$ cat src/sv/mbsat_pkg.sv
// ---------------------------------------------------------------------------
// mbsat_pkg
// Types, sizes and helpers shared by the majority bit sampler core.
// ---------------------------------------------------------------------------
`timescale 1ns / 1ps

package mbsat_pkg;

  localparam int FRAME_BITS    = 10;
  localparam int WARMUP_BITS   = 11;
  localparam int MAX_SAMPLES   = 255;
  localparam int COUNTER_WIDTH = 16;

  localparam int LIM_W  = 16;
  localparam int TIME_W = 16;
  localparam int FPOS_W = 4;
  localparam int IDX_W  = $clog2(FRAME_BITS);
  localparam int WARM_W = $clog2(WARMUP_BITS + 2);
  localparam int SCNT_W = $clog2(MAX_SAMPLES + 1);
  localparam int CNT_W  = COUNTER_WIDTH;

  localparam logic [31:0] CNT_MAX32 = 32'((64'd1 << CNT_W) - 64'd1);

  // reset values of the limit registers
  localparam logic [LIM_W-1:0] WATER_LIMIT_RST  = 16'd200;
  localparam logic [LIM_W-1:0] GAS_LIMIT_RST    = 16'd100;
  localparam logic [LIM_W-1:0] SMOKE_H_LIM_RST  = 16'd100;
  localparam logic [LIM_W-1:0] SMOKE_M_LIM_RST  = 16'd300;

  // frame slots
  localparam int SLOT_WATER = 1;
  localparam int SLOT_SMOKE = 2;
  localparam int SLOT_LEVEL = 3;
  localparam int SLOT_GAS   = 4;

  typedef enum logic {
    OP_SAMPLE  = 1'b0,
    OP_BIT_END = 1'b1
  } op_e;

  typedef enum logic [1:0] {
    REG_WATER_LIMIT   = 2'd0,
    REG_GAS_LIMIT     = 2'd1,
    REG_SMOKE_H_LIMIT = 2'd2,
    REG_SMOKE_M_LIMIT = 2'd3
  } reg_idx_e;

  typedef logic [CNT_W-1:0]  cnt_t;
  typedef logic [LIM_W-1:0]  lim_t;
  typedef logic [TIME_W-1:0] time_t;

  typedef struct packed {
    lim_t water;
    lim_t gas;
    lim_t smoke_high;
    lim_t smoke_medium;
  } limits_t;

  // frame slots watched by the timers
  typedef struct packed {
    logic water;
    logic gas;
    logic smoke;
    logic level;
  } slots_t;

  typedef struct packed {
    logic              decided_bit;
    logic [FPOS_W-1:0] frame_position;
    logic              warmed_up;
  } bit_res_t;

  typedef struct packed {
    logic  water_alarm;
    logic  gas_alarm;
    logic  smoke_high_alarm;
    logic  smoke_medium_alarm;
    time_t water_time;
    time_t gas_time;
    time_t smoke_high_time;
    time_t smoke_medium_time;
  } alarm_res_t;

  function automatic cnt_t sat_inc(cnt_t v);
    return (v == CNT_W'(CNT_MAX32)) ? v : v + cnt_t'(1);
  endfunction

  function automatic logic cnt_ge(cnt_t c, lim_t lim);
    return 32'(c) >= 32'(lim);
  endfunction

  function automatic cnt_t lim_clamp(lim_t lim);
    return (32'(lim) > CNT_MAX32) ? CNT_W'(CNT_MAX32) : CNT_W'(32'(lim));
  endfunction

  function automatic time_t to_time(cnt_t c);
    return TIME_W'(32'(c));
  endfunction

endpackage

$ cat src/sv/mbsat_sampler.sv
// ---------------------------------------------------------------------------
// mbsat_sampler
// Sample counting, majority decision, frame store and warm-up tracking.
// ---------------------------------------------------------------------------
`timescale 1ns / 1ps

module mbsat_sampler (
  input  logic              clk,
  input  logic              rst_n,
  input  logic              step,
  input  mbsat_pkg::op_e    op,
  input  logic              line_bit,
  output mbsat_pkg::slots_t slots_nxt,
  output mbsat_pkg::bit_res_t res_nxt
);
  import mbsat_pkg::*;

  logic [SCNT_W-1:0]     samp_r, samp_nxt;
  logic [SCNT_W-1:0]     ones_r, ones_nxt;
  logic [FRAME_BITS-1:0] frame_r, frame_nxt;
  logic [IDX_W-1:0]      idx_r, idx_nxt;
  logic [WARM_W-1:0]     warm_r, warm_nxt;
  logic [IDX_W:0]        idx_inc;
  logic                  decided;

  assign decided = {ones_r, 1'b0} > {1'b0, samp_r};
  assign idx_inc = {1'b0, idx_r} + (IDX_W+1)'(1);

  always_comb begin
    samp_nxt  = samp_r;
    ones_nxt  = ones_r;
    frame_nxt = frame_r;
    idx_nxt   = idx_r;
    warm_nxt  = warm_r;
    if (step) begin
      unique case (op)
        OP_SAMPLE: begin
          if (samp_r < SCNT_W'(MAX_SAMPLES)) begin
            samp_nxt = samp_r + SCNT_W'(1);
            ones_nxt = ones_r + SCNT_W'(line_bit);
          end
        end
        OP_BIT_END: begin
          samp_nxt = '0;
          ones_nxt = '0;
          for (int i = 0; i < FRAME_BITS; i++) begin
            if (idx_r == IDX_W'(i)) frame_nxt[i] = decided;
          end
          if (warm_r <= WARM_W'(WARMUP_BITS)) warm_nxt = warm_r + WARM_W'(1);
          if (idx_inc >= (IDX_W+1)'(FRAME_BITS)) idx_nxt = '0;
          else idx_nxt = idx_inc[IDX_W-1:0];
          // one-time frame flush at the end of warm-up
          if (warm_nxt == WARM_W'(WARMUP_BITS)) begin
            idx_nxt   = '0;
            frame_nxt = '0;
          end
        end
        default: ;
      endcase
    end
  end

  always_ff @(posedge clk) begin
    if (!rst_n) begin
      samp_r  <= '0;
      ones_r  <= '0;
      frame_r <= '0;
      idx_r   <= '0;
      warm_r  <= '0;
    end else begin
      samp_r  <= samp_nxt;
      ones_r  <= ones_nxt;
      frame_r <= frame_nxt;
      idx_r   <= idx_nxt;
      warm_r  <= warm_nxt;
    end
  end

  assign slots_nxt.water = frame_nxt[SLOT_WATER];
  assign slots_nxt.gas   = frame_nxt[SLOT_GAS];
  assign slots_nxt.smoke = frame_nxt[SLOT_SMOKE];
  assign slots_nxt.level = frame_nxt[SLOT_LEVEL];

  assign res_nxt.decided_bit    = decided;
  assign res_nxt.frame_position = FPOS_W'(32'(idx_nxt));
  assign res_nxt.warmed_up      = warm_nxt > WARM_W'(WARMUP_BITS);

endmodule

$ cat src/sv/mbsat_timers.sv
// ---------------------------------------------------------------------------
// mbsat_timers
// Persistence counters and alarm flags for water, gas and smoke.
// ---------------------------------------------------------------------------
`timescale 1ns / 1ps

module mbsat_timers (
  input  logic                  clk,
  input  logic                  rst_n,
  input  logic                  fire,
  input  mbsat_pkg::slots_t     slots,
  input  mbsat_pkg::limits_t    lim,
  output mbsat_pkg::alarm_res_t res_nxt
);
  import mbsat_pkg::*;

  cnt_t water_r, water_nxt, gas_r, gas_nxt;
  cnt_t high_r, high_nxt, med_r, med_nxt;
  logic [3:0] flags_r, flags_nxt;  // water, gas, high, medium
  cnt_t med_base;

  always_comb begin
    water_nxt = water_r;
    gas_nxt   = gas_r;
    high_nxt  = high_r;
    med_nxt   = med_r;
    flags_nxt = flags_r;
    med_base  = med_r;
    if (fire) begin
      if (slots.water) water_nxt = sat_inc(water_r);
      else begin
        water_nxt    = '0;
        flags_nxt[3] = 1'b0;
      end
      if (cnt_ge(water_nxt, lim.water)) flags_nxt[3] = 1'b1;

      if (slots.gas) gas_nxt = sat_inc(gas_r);
      else begin
        gas_nxt      = '0;
        flags_nxt[2] = 1'b0;
      end
      if (cnt_ge(gas_nxt, lim.gas)) flags_nxt[2] = 1'b1;

      if (slots.smoke) begin
        if (slots.level) begin
          high_nxt = sat_inc(high_r);
          med_nxt  = '0;
        end else begin
          // level drop after high smoke reached its limit counts medium on from its limit
          if (cnt_ge(high_r, lim.smoke_high)) med_base = lim_clamp(lim.smoke_medium);
          med_nxt  = sat_inc(med_base);
          high_nxt = '0;
        end
      end else begin
        high_nxt       = '0;
        med_nxt        = '0;
        flags_nxt[1:0] = 2'b00;
      end
      if (cnt_ge(high_nxt, lim.smoke_high)) flags_nxt[1:0] = 2'b10;
      if (cnt_ge(med_nxt, lim.smoke_medium)) flags_nxt[1:0] = 2'b01;
    end
  end

  always_ff @(posedge clk) begin
    if (!rst_n) begin
      water_r <= '0;
      gas_r   <= '0;
      high_r  <= '0;
      med_r   <= '0;
      flags_r <= '0;
    end else begin
      water_r <= water_nxt;
      gas_r   <= gas_nxt;
      high_r  <= high_nxt;
      med_r   <= med_nxt;
      flags_r <= flags_nxt;
    end
  end

  assign res_nxt.water_alarm        = flags_nxt[3];
  assign res_nxt.gas_alarm          = flags_nxt[2];
  assign res_nxt.smoke_high_alarm   = flags_nxt[1];
  assign res_nxt.smoke_medium_alarm = flags_nxt[0];
  assign res_nxt.water_time         = to_time(water_nxt);
  assign res_nxt.gas_time           = to_time(gas_nxt);
  assign res_nxt.smoke_high_time    = to_time(high_nxt);
  assign res_nxt.smoke_medium_time  = to_time(med_nxt);

endmodule

$ cat src/sv/majority_bit_sampler_alarm_timers_core.sv
// ---------------------------------------------------------------------------
// majority_bit_sampler_alarm_timers_core
// Path: a bit-end beat passes the input register, then the result register,
//   before it shows on the result port; samples give no result.
// Throughput: one beat per cycle; input stalls only while a bit-end beat
//   waits in the input register behind a held result.
// Reset: synchronous rst_n clears counters, frame, alarms, limits to defaults.
// ---------------------------------------------------------------------------
`timescale 1ns / 1ps

module majority_bit_sampler_alarm_timers_core (
  input  logic                           clk,
  input  logic                           rst_n,
  // input channel
  input  logic                           in_valid,
  output logic                           in_ready,
  input  logic                           in_operation,
  input  logic                           in_line_bit,
  // result channel
  output logic                           out_valid,
  input  logic                           out_ready,
  output logic                           out_decided_bit,
  output logic [mbsat_pkg::FPOS_W-1:0]   out_frame_position,
  output logic                           out_warmed_up,
  output logic                           out_water_alarm,
  output logic                           out_gas_alarm,
  output logic                           out_smoke_high_alarm,
  output logic                           out_smoke_medium_alarm,
  output logic [mbsat_pkg::TIME_W-1:0]   out_water_time,
  output logic [mbsat_pkg::TIME_W-1:0]   out_gas_time,
  output logic [mbsat_pkg::TIME_W-1:0]   out_smoke_high_time,
  output logic [mbsat_pkg::TIME_W-1:0]   out_smoke_medium_time,
  // configuration port
  input  logic                           psel,
  input  logic                           penable,
  input  logic                           pwrite,
  input  logic [3:0]                     paddr,
  input  logic [31:0]                    pwdata,
  output logic [31:0]                    prdata,
  output logic                           pready
);
  import mbsat_pkg::*;

  // Limit registers, word-addressed by paddr[3:2]; low two address bits
  // are not decoded.
  limits_t  lim_r, lim_nxt;
  reg_idx_e reg_sel;
  logic     cfg_wr;

  assign pready  = 1'b1;
  assign reg_sel = reg_idx_e'(paddr[3:2]);
  assign cfg_wr  = psel && penable && pwrite && pready;

  always_comb begin
    lim_nxt = lim_r;
    if (cfg_wr) begin
      unique case (reg_sel)
        REG_WATER_LIMIT:   lim_nxt.water        = pwdata[LIM_W-1:0];
        REG_GAS_LIMIT:     lim_nxt.gas          = pwdata[LIM_W-1:0];
        REG_SMOKE_H_LIMIT: lim_nxt.smoke_high   = pwdata[LIM_W-1:0];
        REG_SMOKE_M_LIMIT: lim_nxt.smoke_medium = pwdata[LIM_W-1:0];
        default: ;
      endcase
    end
  end

  always_comb begin
    unique case (reg_sel)
      REG_WATER_LIMIT:   prdata = 32'(lim_r.water);
      REG_GAS_LIMIT:     prdata = 32'(lim_r.gas);
      REG_SMOKE_H_LIMIT: prdata = 32'(lim_r.smoke_high);
      REG_SMOKE_M_LIMIT: prdata = 32'(lim_r.smoke_medium);
      default:           prdata = '0;
    endcase
  end

  always_ff @(posedge clk) begin
    if (!rst_n) begin
      lim_r.water        <= WATER_LIMIT_RST;
      lim_r.gas          <= GAS_LIMIT_RST;
      lim_r.smoke_high   <= SMOKE_H_LIM_RST;
      lim_r.smoke_medium <= SMOKE_M_LIM_RST;
    end else begin
      lim_r <= lim_nxt;
    end
  end

  // Input register. The held beat moves on (and updates the sampler, and on a
  // bit end the timers) when it is a sample, or when the result register is free or being drained.
  logic s1_valid_r, s1_valid_nxt;
  op_e  s1_op_r;
  logic s1_line_r;
  logic advance, fire;

  assign advance  = s1_valid_r && ((s1_op_r == OP_SAMPLE) || !out_valid || out_ready);
  assign fire     = advance && (s1_op_r == OP_BIT_END);
  assign in_ready = !s1_valid_r || advance;

  always_comb begin
    s1_valid_nxt = s1_valid_r;
    if (in_ready) s1_valid_nxt = in_valid;
  end

  always_ff @(posedge clk) begin
    if (!rst_n) s1_valid_r <= 1'b0;
    else s1_valid_r <= s1_valid_nxt;
  end

  always_ff @(posedge clk) begin
    if (in_valid && in_ready) begin
      s1_op_r   <= op_e'(in_operation);
      s1_line_r <= in_line_bit;
    end
  end

  // Datapath: sampler feeds the updated frame slots to the timers in the
  // same cycle; both present next values to the result register.
  slots_t     slots_nxt;
  bit_res_t   bit_nxt;
  alarm_res_t alarm_nxt;

  mbsat_sampler u_sampler (
    .clk       (clk),
    .rst_n     (rst_n),
    .step      (advance),
    .op        (s1_op_r),
    .line_bit  (s1_line_r),
    .slots_nxt (slots_nxt),
    .res_nxt   (bit_nxt)
  );

  mbsat_timers u_timers (
    .clk     (clk),
    .rst_n   (rst_n),
    .fire    (fire),
    .slots   (slots_nxt),
    .lim     (lim_r),
    .res_nxt (alarm_nxt)
  );

  // Result register
  logic       out_valid_r, out_valid_nxt;
  bit_res_t   bit_r;
  alarm_res_t alarm_r;

  always_comb begin
    out_valid_nxt = out_valid_r;
    if (fire) out_valid_nxt = 1'b1;
    else if (out_ready) out_valid_nxt = 1'b0;
  end

  always_ff @(posedge clk) begin
    if (!rst_n) out_valid_r <= 1'b0;
    else out_valid_r <= out_valid_nxt;
  end

  always_ff @(posedge clk) begin
    if (fire) begin
      bit_r   <= bit_nxt;
      alarm_r <= alarm_nxt;
    end
  end

  assign out_valid              = out_valid_r;
  assign out_decided_bit        = bit_r.decided_bit;
  assign out_frame_position     = bit_r.frame_position;
  assign out_warmed_up          = bit_r.warmed_up;
  assign out_water_alarm        = alarm_r.water_alarm;
  assign out_gas_alarm          = alarm_r.gas_alarm;
  assign out_smoke_high_alarm   = alarm_r.smoke_high_alarm;
  assign out_smoke_medium_alarm = alarm_r.smoke_medium_alarm;
  assign out_water_time         = alarm_r.water_time;
  assign out_gas_time           = alarm_r.gas_time;
  assign out_smoke_high_time    = alarm_r.smoke_high_time;
  assign out_smoke_medium_time  = alarm_r.smoke_medium_time;

endmodule

$ cat config.mk
export PLATFORM = sky130hd
export DESIGN_NAME = majority_bit_sampler_alarm_timers_core
export DESIGN_NICKNAME = d
export VERILOG_FILES = /design/src/sv/mbsat_pkg.sv /design/src/sv/mbsat_sampler.sv /design/src/sv/mbsat_timers.sv /design/src/sv/majority_bit_sampler_alarm_timers_core.sv
export SDC_FILE = /design/constraint.sdc
export NUM_CORES = 1
export LEC_CHECK = 0
export ABC_AREA = 0
export BUFFER_PORTS_ARGS = -buffer_cell sky130_fd_sc_hd__buf_2
export CORE_MARGIN = 2
export CORE_UTILIZATION = 55
export DETAILED_ROUTE_END_ITERATION = 16
export GPL_TIMING_DRIVEN = 0
export PLACE_DENSITY = 0.83
export SLEW_MARGIN = 20
export SYNTH_ARGS = -nofsm -noshare
export SYNTH_HDL_FRONTEND = slang
export SYNTH_SLANG_ARGS = --single-unit
$ cat constraint.sdc
create_clock -name clk -period 13.38 [get_ports clk]
set_clock_uncertainty 0.15 [all_clocks]
set_input_delay 4.014 -clock clk [delete_from_list [all_inputs] [get_ports clk]]
set_output_delay 4.014 -clock clk [all_outputs]
set_load 0.01 [all_outputs]
; Word level (Yosys, flattened, before mapping)
; Cells that the tools add are included.
[word_totals]
regBits = 239
in_bits = 45
out_inout_bits = 109
elab_cells = 136
[classes]
add_sub_neg = 8
magnitude_cmp = 10
n_eq_ne = 13
muxes = 54
bitwise_logic = 1
reduce_logical = 20
[ops]
columns = operator, n
row1 = two-way mux 16 bit, 22
row2 = one-hot mux 32 bit (4 select lines), 1
row3 = >= comparator 16 bit, 5
row4 = "adder 16 x 1 -> 16 bit, second input constant", 4
row5 = "equality test 16 bit, second input constant", 4
row6 = two-way mux 4 bit, 10
row7 = one-hot mux 8 bit (2 select lines), 2
row8 = two-way mux 8 bit, 2
row9 = two-way mux 5 bit, 3
row10 = two-way mux 1 bit, 11
row11 = AND reduction 2 bit, 5
row12 = > comparator 9 x 8 -> 1 bit, 1
row13 = adder 8 x 1 -> 8 bit, 1
row14 = "adder 8 x 1 -> 8 bit, second input constant", 1
row15 = "equality test 4 x 2 -> 1 bit, second input constant", 2
row16 = "< comparator 8 bit, second input constant", 1
row17 = two-way mux 2 bit, 3
row18 = "adder 4 x 1 -> 5 bit, second input constant", 1
row19 = ">= comparator 5 x 4 -> 1 bit, second input constant", 1
row20 = logical AND 1 bit, 5
row21 = "adder 4 x 1 -> 4 bit, second input constant", 1
row22 = "equality test 2 bit, second input constant", 2
row23 = "equality test 4 x 1 -> 1 bit, second input constant", 1
row24 = "equality test 4 x 3 -> 1 bit, second input constant", 1
row25 = other kinds (12), 16

; Logic depth before layout (Yosys ltp)
[logic_depth]
word_depth = 20
mapped_depth = 29
depth_no_buf = 25

; Hierarchy
; From an unflattened synthesis, not the netlist that was laid out.
[unflattened]
cells_unflattened = 1545
hier_area_um2 = 14331.2
[by_module_without_submodules]
columns = module, instances, cells_per_inst, area_each_um2, seq_area_each_um2
row1 = mbsat_timers, 1, 986, 7287.0, 1361.3
row2 = majority_bit_sampler_alarm_timers_core, 1, 367, 5375.2, 3603.5
row3 = mbsat_sampler, 1, 192, 1669.1, 560.5

; Worst setup path before layout
; Ideal clock, no wire load.
[synth_path]
path_type = input to output
start = in paddr[2]
end = out prdata[10]
arrival_ns = 5.594
required_ns = 9.216
slack_ns = 3.622
cell_stages = 3
path_buffers = 2
path_cell_list = buf_1 buf_1 mux4_2
[synth_via]
elab_chain_len = 2
word_cells_on_any_way = 5
classes_between = eq/ne: 3 / mux: 1 / reduce/logical: 1
[synth_rtl]
columns = item, line_no
row1 = from (decl), majority_bit_sampler_alarm_timers_core.sv:37  ; input logic [3:0] paddr,
row2 = "equality test 2 bit, or another cell as far along", majority_bit_sampler_alarm_timers_core.sv:68  ; unique case (reg_sel)
row3 = one-hot mux 32 bit (4 select lines) (*), majority_bit_sampler_alarm_timers_core.sv:68
row4 = to (decl), majority_bit_sampler_alarm_timers_core.sv:39  ; output logic [31:0] prdata,
; Mark *: on every way between the ends. The rest lies on a longest branch, timed or not. The select of a mux whose other input is x is not followed.

; Worst setup path in the final report
[layout_path]
start = in paddr[2]
end = out prdata[11]
; Same word-level chain as after synthesis.

==> out/results.ini <==
[synthesis]
synth_area_per_cell_um2=8.97
syn_area_um2=14100
postSynth.asyncResetShare_pct=0
yosysSeqAreaShare_pct=39.1
synth_edf_count=76
synth_top_family_by_area=simple AND/OR/NAND/NOR gates
synth-seq-cells=238
synth_ff_type=dfxtp_1
synthCells=1576
synth_compound_area_share_pct=17.7
synthAdderAreaFrac_pct=8.76
synthMuxAreaShare_pct=4.68
synth-xor-area-share_pct=3.41
ys_types=86
synth-simple-area-share_pct=20.4
synth_warnings=0

[worst_setup_path]
r2r_start=lim_r[25]$_SDFFE_PN0P_
reg2reg_to=out_smoke_medium_alarm$_DFFE_PP_
crit_chain=buf_2 > buf_1 > buf_1 > mux4_2 > buf_2
reg2regPathDepth=27
path_max_fanout=10
cp-start-kind=input port
crit_required_ns=9.22
path_class=input port to output pin
cpMaxStageDelayCell=mux4_2
critPathArrivalTime_ns=6.12
slowest_delay_ns=0.66
endpoint_kind=output pin
r2r_slack_ns=6.86

[clock_tree]
numCtsBuffers=26
cts_tree=done
clk_root_buffer_cell=clkbuf_16
cts_sinks=238
htreeDepth=1
cts_setup_buffers=0
cts_resized=0
clkTransAtPathRegs_ns=0.06
worstSkewPairLatency_ns=0.54
cts_hold_buf=0
clockBufferDepth=3

[floorplanning]
die_area_um2=27000
dieWidth_um=164
die_h_um=164
num_rows=58
core_area_um2=25200
ios=154
start_util_pct=56.2

[sta]
setup_viol=0
slew_headroom_pct=33.4
setup_slack_ns=3.09
rsz0062_at_grt=no
slew_viol_final=0
finalSetupTns_ns=0
tightest_slew_ns=0.991
hold_viol_final=0
min_period_ns=10.29
post-route-period-util_pct=76.9
max_freq_mhz=97.2

[pwr]
clockPowerShare_pct=47.8
leakagePower_nw=6.25
irDropWorstVdd_uv=102
p_per_area_nw_per_um2=101
p_int_w=0.00127
p_seq_share_pct=46.6
sw_frac_of_total_pct=22.1
p_comb_share_pct=5.6
p_sw_w=0.000361

[cells_and_area]
finish.utilization_pct=64.2
drive_gt1_share_pct=14.4
fillers=2112
multi_input_area_um2=7830
fin_cells=2089
area_delta_synth_final_pct=14.4
regArea_um2=5530
antennaDiodeCount=0
finalNetCount=1883
fin_area_um2=16200

[grt]
antenna_found_initial=0
grt_pass1_vias=11800
grt_pass1_wl_um=62100
grt.overflow.total=0
grt_start_max_net_pins=36
grtUsageTotal_pct=29.5

[placement]
dpl.cell_count=2041
post_dp_cell_area_um2=15200
io_buffers=118
dpl_worst_slack_ns=3.06
place_congestion=1.01
dpl.hpwl_um=30200

[hold_path]
hp-class=flip-flop to flip-flop
whs_path_depth=2
min_from=lim_r[46]$_SDFFE_PN0P_
hold_path_end=lim_r[46]$_SDFFE_PN0P_

[job]
drv_cap=0

[route]
first_iter_violations=1278
viasPerCell=6.00
first_pass_iters=6
wire_per_inst_um=19.1
antenna_left=0
wirelength_um=40000
drc=0
vias=12500

[status]
status=finished, final reports clean

[cell families after synthesis]
kind of cell	count (synthesis)
multiplexers	45
flip-flops	238
XOR/XNOR	55
AND/OR/NAND/NOR	590
other	2
adder cells (fa/ha/maj)	99
AO/OA/AOI/OAI	358
buffers and inverters	189
[worst max path at each step]
stage,to,cells after the start,startpoint,slack (ns)
after floorplan,prdata[10],3,paddr[2],3.62
after global placement,prdata[11],5,paddr[2],3.08
after detailed placement,prdata[11],5,paddr[2],3.06
after CTS,prdata[11],5,paddr[2],3.06
after global routing,prdata[11],5,paddr[2],2.89
final,prdata[11],5,paddr[2],3.09
[flip-flops by register name, summed over array words and instances, names as in the netlist, 8 cells and up]
signal and cells:
u_timers.high_r 16, u_timers.med_r 16, u_timers.water_r 16, u_sampler.ones_r 8
lim_r 64, u_sampler.samp_r 8, out_gas_time 16, u_timers.gas_r 16
out_smoke_medium_time 16, out_water_time 16, out_smoke_high_time 16
[worst max-delay path: cells and delay by family]
family                 cells  cell delay, ns
buffers and inverters      4            1.44
muxes                      1            0.66
[area by class of cell]
cell class	instances	share of cell area (%)
multi-input combinational	1164	48.4
timing repair buffer	120	3.90
clock inverter	17	1.45
sequential	238	34.2
clock buffer	31	4.33
buffer	97	2.99
tap	330	2.55
inverter	92	2.21
[synthesized netlist by cell type (all sizes together), types with 4 or more instances]
| library cell | number | area, um^2 |
|---|---|---|
| nor3b | 7 | 52.6 |
| nor2 | 105 | 394 |
| nor3 | 21 | 105 |
| clkbuf | 49 | 185 |
| and2 | 73 | 458 |
| or3 | 6 | 37.5 |
| nand2 | 220 | 836 |
| nor4 | 5 | 31.3 |
| o21ai | 71 | 359 |
| a21boi | 57 | 428 |
| a31o | 5 | 43.8 |
| xnor2 | 27 | 236 |
| nand4 | 34 | 213 |
| a21oi | 70 | 362 |
| mux2 | 6 | 67.6 |
| or4 | 4 | 33.8 |
| o211ai | 20 | 150 |
| a22o | 4 | 35.0 |
| and3 | 24 | 150 |
| xor2 | 28 | 245 |
| inv | 91 | 342 |
| a31oi | 18 | 128 |
| o22a | 6 | 52.6 |
| buf | 48 | 298 |
| ha | 99 | 1240 |
| or2 | 4 | 25.0 |
| mux2i | 23 | 234 |
| mux4 | 16 | 360 |
| a21o | 30 | 225 |
| nor2b | 10 | 62.6 |
| a32o | 5 | 50.1 |
| and4 | 11 | 96.3 |
| nand2b | 13 | 88.8 |
| nand3 | 48 | 240 |
| a211oi | 5 | 42.5 |
| edfxtp | 76 | 2280 |
| dfxtp | 162 | 3240 |
| o21a | 9 | 67.6 |
| o31ai | 23 | 188 |
[power groups by stage]
stage	clock (W)	sequential, W	combinational [W]
4_1_cts	0.000791	0.000761	0.0000906
6_report	0.000782	0.000761	0.0000919
2_1_floorplan	0	0.000780	0.0000486
3_3_place_gp	0	0.000777	0.0000875
5_1_grt	0.000819	0.000762	0.0000985
3_5_place_dp	0	0.000776	0.0000902
[cell usage in the layout (no fill, tap or decap), types with 8 or more instances in the layout]
cell and count:
nand2_1 218, dfxtp_1 162, buf_2 135, nor2_1 105
ha_1 99, inv_1 91, edfxtp_1 76, and2_1 72
a21oi_1 67, o21ai_0 67, a21boi_0 56, clkbuf_1 51
nand3_1 48, nand4_1 34, a21o_1 30, xor2_1 28
xnor2_1 27, clkbuf_16 27, and3_1 24, mux2i_1 22
nor3_1 21, buf_4 20, o211ai_1 20, o31ai_1 20
a31oi_1 17, conb_1 17, mux4_2 16, nand2b_1 12
and4_1 11, nor2b_1 10, o21a_1 9, buf_1 8
[stage by stage]
step           hold WS [ns]  total power, W
4_1_cts               0.341         0.00164
6_report              0.341         0.00163
3_5_place_dp          0.332        0.000867
5_1_grt               0.355         0.00168
2_1_floorplan         0.303        0.000828
3_3_place_gp          0.321        0.000865
[routing by layer]
metal	track usage (%)	share of wire [%]	vias up
met5	0	0	-
li1	-	-	5911
met1	37.5	40	5894
met4	14.2	5.3	0
met2	49.5	47	588
met3	4.12	8.5	139
Power figures use the tool's default switching activity.
